`src/design/assert_macros.svh`:
```
// Assertion macros shared by the calibrator modules.
`ifndef ASSERT_MACROS_SVH
`define ASSERT_MACROS_SVH

`ifndef ASSERT_OFF
`define SPIC_ASSERT(lbl, clk, rst_n, prop, msg) \
    lbl: assert property (@(posedge clk) disable iff (!rst_n) prop) else $error(msg);
`define SPIC_ASSERT_ANY(lbl, clk, prop, msg) \
    lbl: assert property (@(posedge clk) prop) else $error(msg);
`else
`define SPIC_ASSERT(lbl, clk, rst_n, prop, msg)
`define SPIC_ASSERT_ANY(lbl, clk, prop, msg)
`endif

`endif

```
`src/design/spic_pkg.sv`:
```
package spic_pkg;

    localparam int TableDepthDef = 256;
    localparam int QW            = 17;
    localparam int RatioW        = 24;
    localparam int CountW        = 9;
    localparam int IdxW          = 8;
    localparam int CfgIdxW       = 2;
    localparam int RamWidthDef   = 2 * QW;

    localparam logic [QW-1:0]     Q16One   = 17'h10000;
    localparam logic [RatioW-1:0] RatioDef = 24'h010000;
    localparam logic [CountW-1:0] CountDef = 9'd1;

    typedef enum logic {
        OP_LOAD      = 1'b0,
        OP_CALIBRATE = 1'b1
    } t_op;

    typedef enum logic {
        MODE_UPPER = 1'b0,
        MODE_LOWER = 1'b1
    } t_mode;

    typedef enum logic [CfgIdxW-1:0] {
        REG_RATIO = 2'd0,
        REG_MODE  = 2'd1,
        REG_COUNT = 2'd2
    } t_reg;

    typedef struct packed {
        t_op              op;
        logic [IdxW-1:0]  index;
        logic [QW-1:0]    key;
        logic [QW-1:0]    value;
        logic [QW-1:0]    score;
    } t_cmd;

    typedef struct packed {
        logic [RatioW-1:0] ratio;
        t_mode             mode;
        logic [CountW-1:0] count;
    } t_cfg;

endpackage

```
`src/design/spic_front.sv`:
```
`include "assert_macros.svh"

module spic_front import spic_pkg::*; #(
    parameter int TABLE_DEPTH = TableDepthDef
) (
    input  logic            i_clk,
    input  logic            i_rst_n,
    input  logic            i_push,
    output logic            o_full,
    input  t_op             i_operation,
    input  logic [IdxW-1:0] i_entry_index,
    input  logic [QW-1:0]   i_entry_key,
    input  logic [QW-1:0]   i_entry_value,
    input  logic [QW-1:0]   i_score,
    output logic            o_cmd_valid,
    output t_cmd            o_cmd,
    input  logic            i_cmd_pop
);

    t_cmd       r_slot [2];
    logic       r_wr;
    logic       r_rd;
    logic [1:0] r_count;
    logic       n_wr;
    logic       n_rd;
    logic [1:0] n_count;
    logic       w_accept;
    logic       w_keep;
    logic       w_take;
    t_cmd       w_cmd;

    assign o_full      = (r_count == 2'd2);
    assign o_cmd_valid = (r_count != 2'd0);
    assign o_cmd       = r_slot[r_rd];

    // Loads aimed past the table are dropped here and never reach the back end.
    assign w_accept = i_push & ~o_full;
    assign w_keep   = w_accept & ((i_operation == OP_CALIBRATE) ||
                                  (32'(i_entry_index) < TABLE_DEPTH));
    assign w_take   = i_cmd_pop & o_cmd_valid;

    always_comb begin
        w_cmd.op    = i_operation;
        w_cmd.index = i_entry_index;
        w_cmd.key   = i_entry_key;
        w_cmd.value = i_entry_value;
        w_cmd.score = (i_score > Q16One) ? Q16One : i_score;
    end

    always_comb begin
        n_wr    = r_wr ^ w_keep;
        n_rd    = r_rd ^ w_take;
        n_count = r_count + 2'(w_keep) - 2'(w_take);
    end

    always_ff @(posedge i_clk) begin
        if (!i_rst_n) begin
            r_wr    <= 1'b0;
            r_rd    <= 1'b0;
            r_count <= 2'd0;
        end else begin
            r_wr    <= n_wr;
            r_rd    <= n_rd;
            r_count <= n_count;
        end
    end

    always_ff @(posedge i_clk) begin
        if (w_keep) begin
            r_slot[r_wr] <= w_cmd;
        end
    end

    `SPIC_ASSERT_ANY(a_reset_empties, i_clk, !i_rst_n |=> r_count == 2'd0, "queue not empty after reset")
    `SPIC_ASSERT(a_count_bound, i_clk, i_rst_n, r_count <= 2'd2, "command queue overflow")
    `SPIC_ASSERT(a_full_holds, i_clk, i_rst_n, (o_full && !i_cmd_pop) |=> o_full, "full queue lost an entry")

endmodule

```
`config.mk`:
```
export PLATFORM = sky130hd
export DESIGN_NAME = spic_front
export DESIGN_NICKNAME = d
export VERILOG_FILES = /design/src/design/spic_pkg.sv /design/src/design/spic_front.sv
export VERILOG_INCLUDE_DIRS = /design/src /design/src/design
export SDC_FILE = /design/constraint.sdc
export NUM_CORES = 1
export LEC_CHECK = 0
export ABC_AREA = 1
export BUFFER_PORTS_ARGS = -buffer_cell sky130_fd_sc_hd__buf_2
export CAP_MARGIN = 10
export CORE_MARGIN = 2
export CORE_UTILIZATION = 35
export DETAILED_ROUTE_END_ITERATION = 8
export GPL_TIMING_DRIVEN = 0
export PLACE_DENSITY_LB_ADDON = 0.08
export REMOVE_ABC_BUFFERS = 1
export SLEW_MARGIN = 5
export SYNTH_ARGS = -nofsm -noshare
export SYNTH_HDL_FRONTEND = slang
export SYNTH_SLANG_ARGS = --single-unit
```
`constraint.sdc`:
```
create_clock -name i_clk -period 2.35 [get_ports i_clk]
set_input_delay 0.3525 -clock i_clk [delete_from_list [all_inputs] [get_ports i_clk]]
set_output_delay 0.3525 -clock i_clk [all_outputs]
set_load 0.01 [all_outputs]
```
==> out/results.txt <==
outcome: finished, final reports clean
die area: 14,850 µm²
final worst setup slack: 0.3334 ns
critical-path cell with the highest stage delay: dfxtp_4
Combinational Power Share: 0.238
Final Max Tran Viols: 0
DP HPWL: 5393 µm
Port Buf Inserts: 125
pwr/cell area: 1088 nW/µm²
CTS Root Cell: clkbuf_16
Lkg Pwr: 2.377 nW
total power: 6.750 mW
NetSw: 1.787 mW
core area: 13,720 µm²
Hold Crit Depth: 1
cells on worst reg2reg path: 5
Final TNS setup: 0 ns
kind of critical path: reg2out
vias: 2,596
Final period util: 0.8581
DR WL/cell: 14.42 µm
Hold Vio Cnt, Final: 0
CP Max Fanout: 56
Max Cap Viol: 0
clock buffer depth: 2
Mapped Cells: 268
number of distinct library cells after synthesis: 19
CTS tree: done
Design Area, Final: 6202 µm²
# fillers: 1,265
fmax: 495.9 MHz
H-tree depth: 4
post-CTS setup buffers: 0
total congestion overflow: 0
Setup WS pre-CTS: 0.5417 ns
WP data arrival: 1.66 ns
Layout area overhead: 27.53%
clock power share: 0.317
Req. time, crit path: 2.00 ns
largest net degree at the start of global routing: 57
Reg clk slew, reported paths: 0.05 ns
commonest non-fill, non-tap cell in the layout: buf_2
number of DRC markers in iteration 0: 133
initial antenna violation count: 0
Final ANT Viol Nets: 0
placed cell area: 5713 µm²
gr usage total: 0.1236
Synth Register Bits: 125
diode count: 0
CTS Sinks: 125
post-synthesis sequential area ratio: 0.7615
most frequent cells in the layout: buf_2 (125), edfxtp_1 (120), mux2_2 (60), inv_1 (22), clkbuf_16 (17)
I/O pins: 126
Avg Cell Area, Syn: 18.15 µm²
crit start category: register
die span in y: 121.9 µm
Rel. slew slack: 0.6714
Vias per Instance: 4.356
utilization after layout: 0.4521
P_int: 4.963 mW
first-pass GRT wire length: 13,370 µm
synth warn: 0
Clock Latency Late Sink: 0.40 ns
Rows: 43
Cell Chain, Critical Path: buf_16 -> mux2_2 -> buf_2
reg2reg setup slack: 0.60 ns
vias in the first global route: 2,651
# nets final: 472
Die X: 121.9 µm
Peak VDD IR: 0.4744 mV
Worst Tran Pin Value: 0.4929 ns
Critical Path Max Stage Delay: 0.40 ns
Hold Crit Class: in2reg
drt drc: 0
hold buffers post-CTS: 0
RSZ-0062 raised after global routing: no
Fin Clk Skew: 0.005270 ns
post-cts resize count: 0
drt pass-1 iters: 4
Cell Area, Synth: 4863 µm²
layout cells sized above 1: 0.5457
Sw Share: 0.2647
routability cong.: 0.6972
# setup viols final: 0
TritonCTS buffer count: 17
Initial Utilization: 0.3545
min Tclk post-route: 2.017 ns
Sequential Power Share: 0.445
routed wire length: 8596 µm
Worst Setup End Kind: primary output
-- state kept, by name, indices dropped and copies added, names as in the netlist, named ones only --
name     count
r_count      2
r_rd         1
r_slot     120
r_wr         1
-- cell type report --
type / instances / area (µm²) / area share
clock inverter: 12 / 56.30 / 0.009078
multi-input combinational: 110 / 1005 / 0.1620
inverter: 22 / 82.58 / 0.01331
clock buffer: 19 / 432.9 / 0.06980
timing repair buffer: 128 / 693.2 / 0.1118
tap: 180 / 225.2 / 0.03631
sequential: 125 / 3707 / 0.5977
-- worst paths after layout --
| path | startpoint | end |
|---|---|---|
| max | register | o_cmd[22] |
| min reg2reg | r_rd$_SDFF_PN0_ | register |
| min | i_entry_index[3] | r_slot[1][54]$_DFFE_PP_ |
| max reg2reg | r_count[1]$_SDFF_PN0_ | r_slot[0][38]$_DFFE_PP_ |
-- synth_stat cells --
library cell | number | area share
edfxtp_1 | 120 | 0.74
mux2_2 | 60 | 0.14
inv_1 | 22 | 0.017
nor2_1 | 14 | 0.011
a21oi_2 | 10 | 0.018
buf_6 | 7 | 0.016
nand2_1 | 7 | 0.0054
a21oi_1 | 6 | 0.0062
dfxtp_1 | 5 | 0.021
ha_1 | 4 | 0.010
buf_2 | 3 | 0.0031
nor2_2 | 2 | 0.0026
o21ai_0 | 2 | 0.0021
and2_1 | 1 | 0.0013
clkbuf_1 | 1 | 0.00077
nand2_2 | 1 | 0.0013
o21a_1 | 1 | 0.0015
or2_2 | 1 | 0.0013
xnor2_1 | 1 | 0.0018
-- cell families (layout without fill, tap and decap cells) --
group / Yosys count / count (layout) / synth area share
xor+xnor: 1 / 1 / 0.001801
mux: 60 / 60 / 0.1389
simple gates: 26 / 26 / 0.02264
flops: 125 / 125 / 0.7615
buf+inv: 33 / 181 / 0.03705
compound gates: 19 / 19 / 0.02779
fa+ha+maj: 4 / 4 / 0.01029
-- power groups by stage --
| stage | registers, mW | logic [mW] | clock network (mW) |
|---|---|---|---|
| after floorplan | 3.11 | 0.896 | 0 |
| after global placement | 3.20 | 1.47 | 0 |
| after detailed placement | 3.05 | 1.65 | 0 |
| after CTS | 3.01 | 1.66 | 2.21 |
| after global routing | 3.04 | 1.77 | 2.31 |
| final | 3.01 | 1.61 | 2.14 |
-- per-layer routing --
| metal | global-route usage | vias up | share of wire |
|---|---|---|---|
| li1 | - | 1269 | - |
| met1 | 0.1498 | 1232 | 0.43 |
| met2 | 0.1903 | 87 | 0.47 |
| met3 | 0.05337 | 8 | 0.080 |
| met4 | 0.05819 | 0 | 0.012 |
| met5 | 0 | - | 0 |
-- critical path, delay by kind of cell, from the launching register on --
family	cells	cell delay, ns
DFF	1	0.40
muxes	1	0.38
buffers and inverters	2	0.44
-- per-stage QoR --
stage / hold slack, ns / std cells
final: 0.1359 / 596
after global routing: 0.1126 / 596
after floorplan: 0.4460 / 257
after CTS: 0.1097 / 596
after detailed placement: 0.5073 / 565
after global placement: 0.4781 / 562
Note: power is estimated with default switching activity, not from simulation.
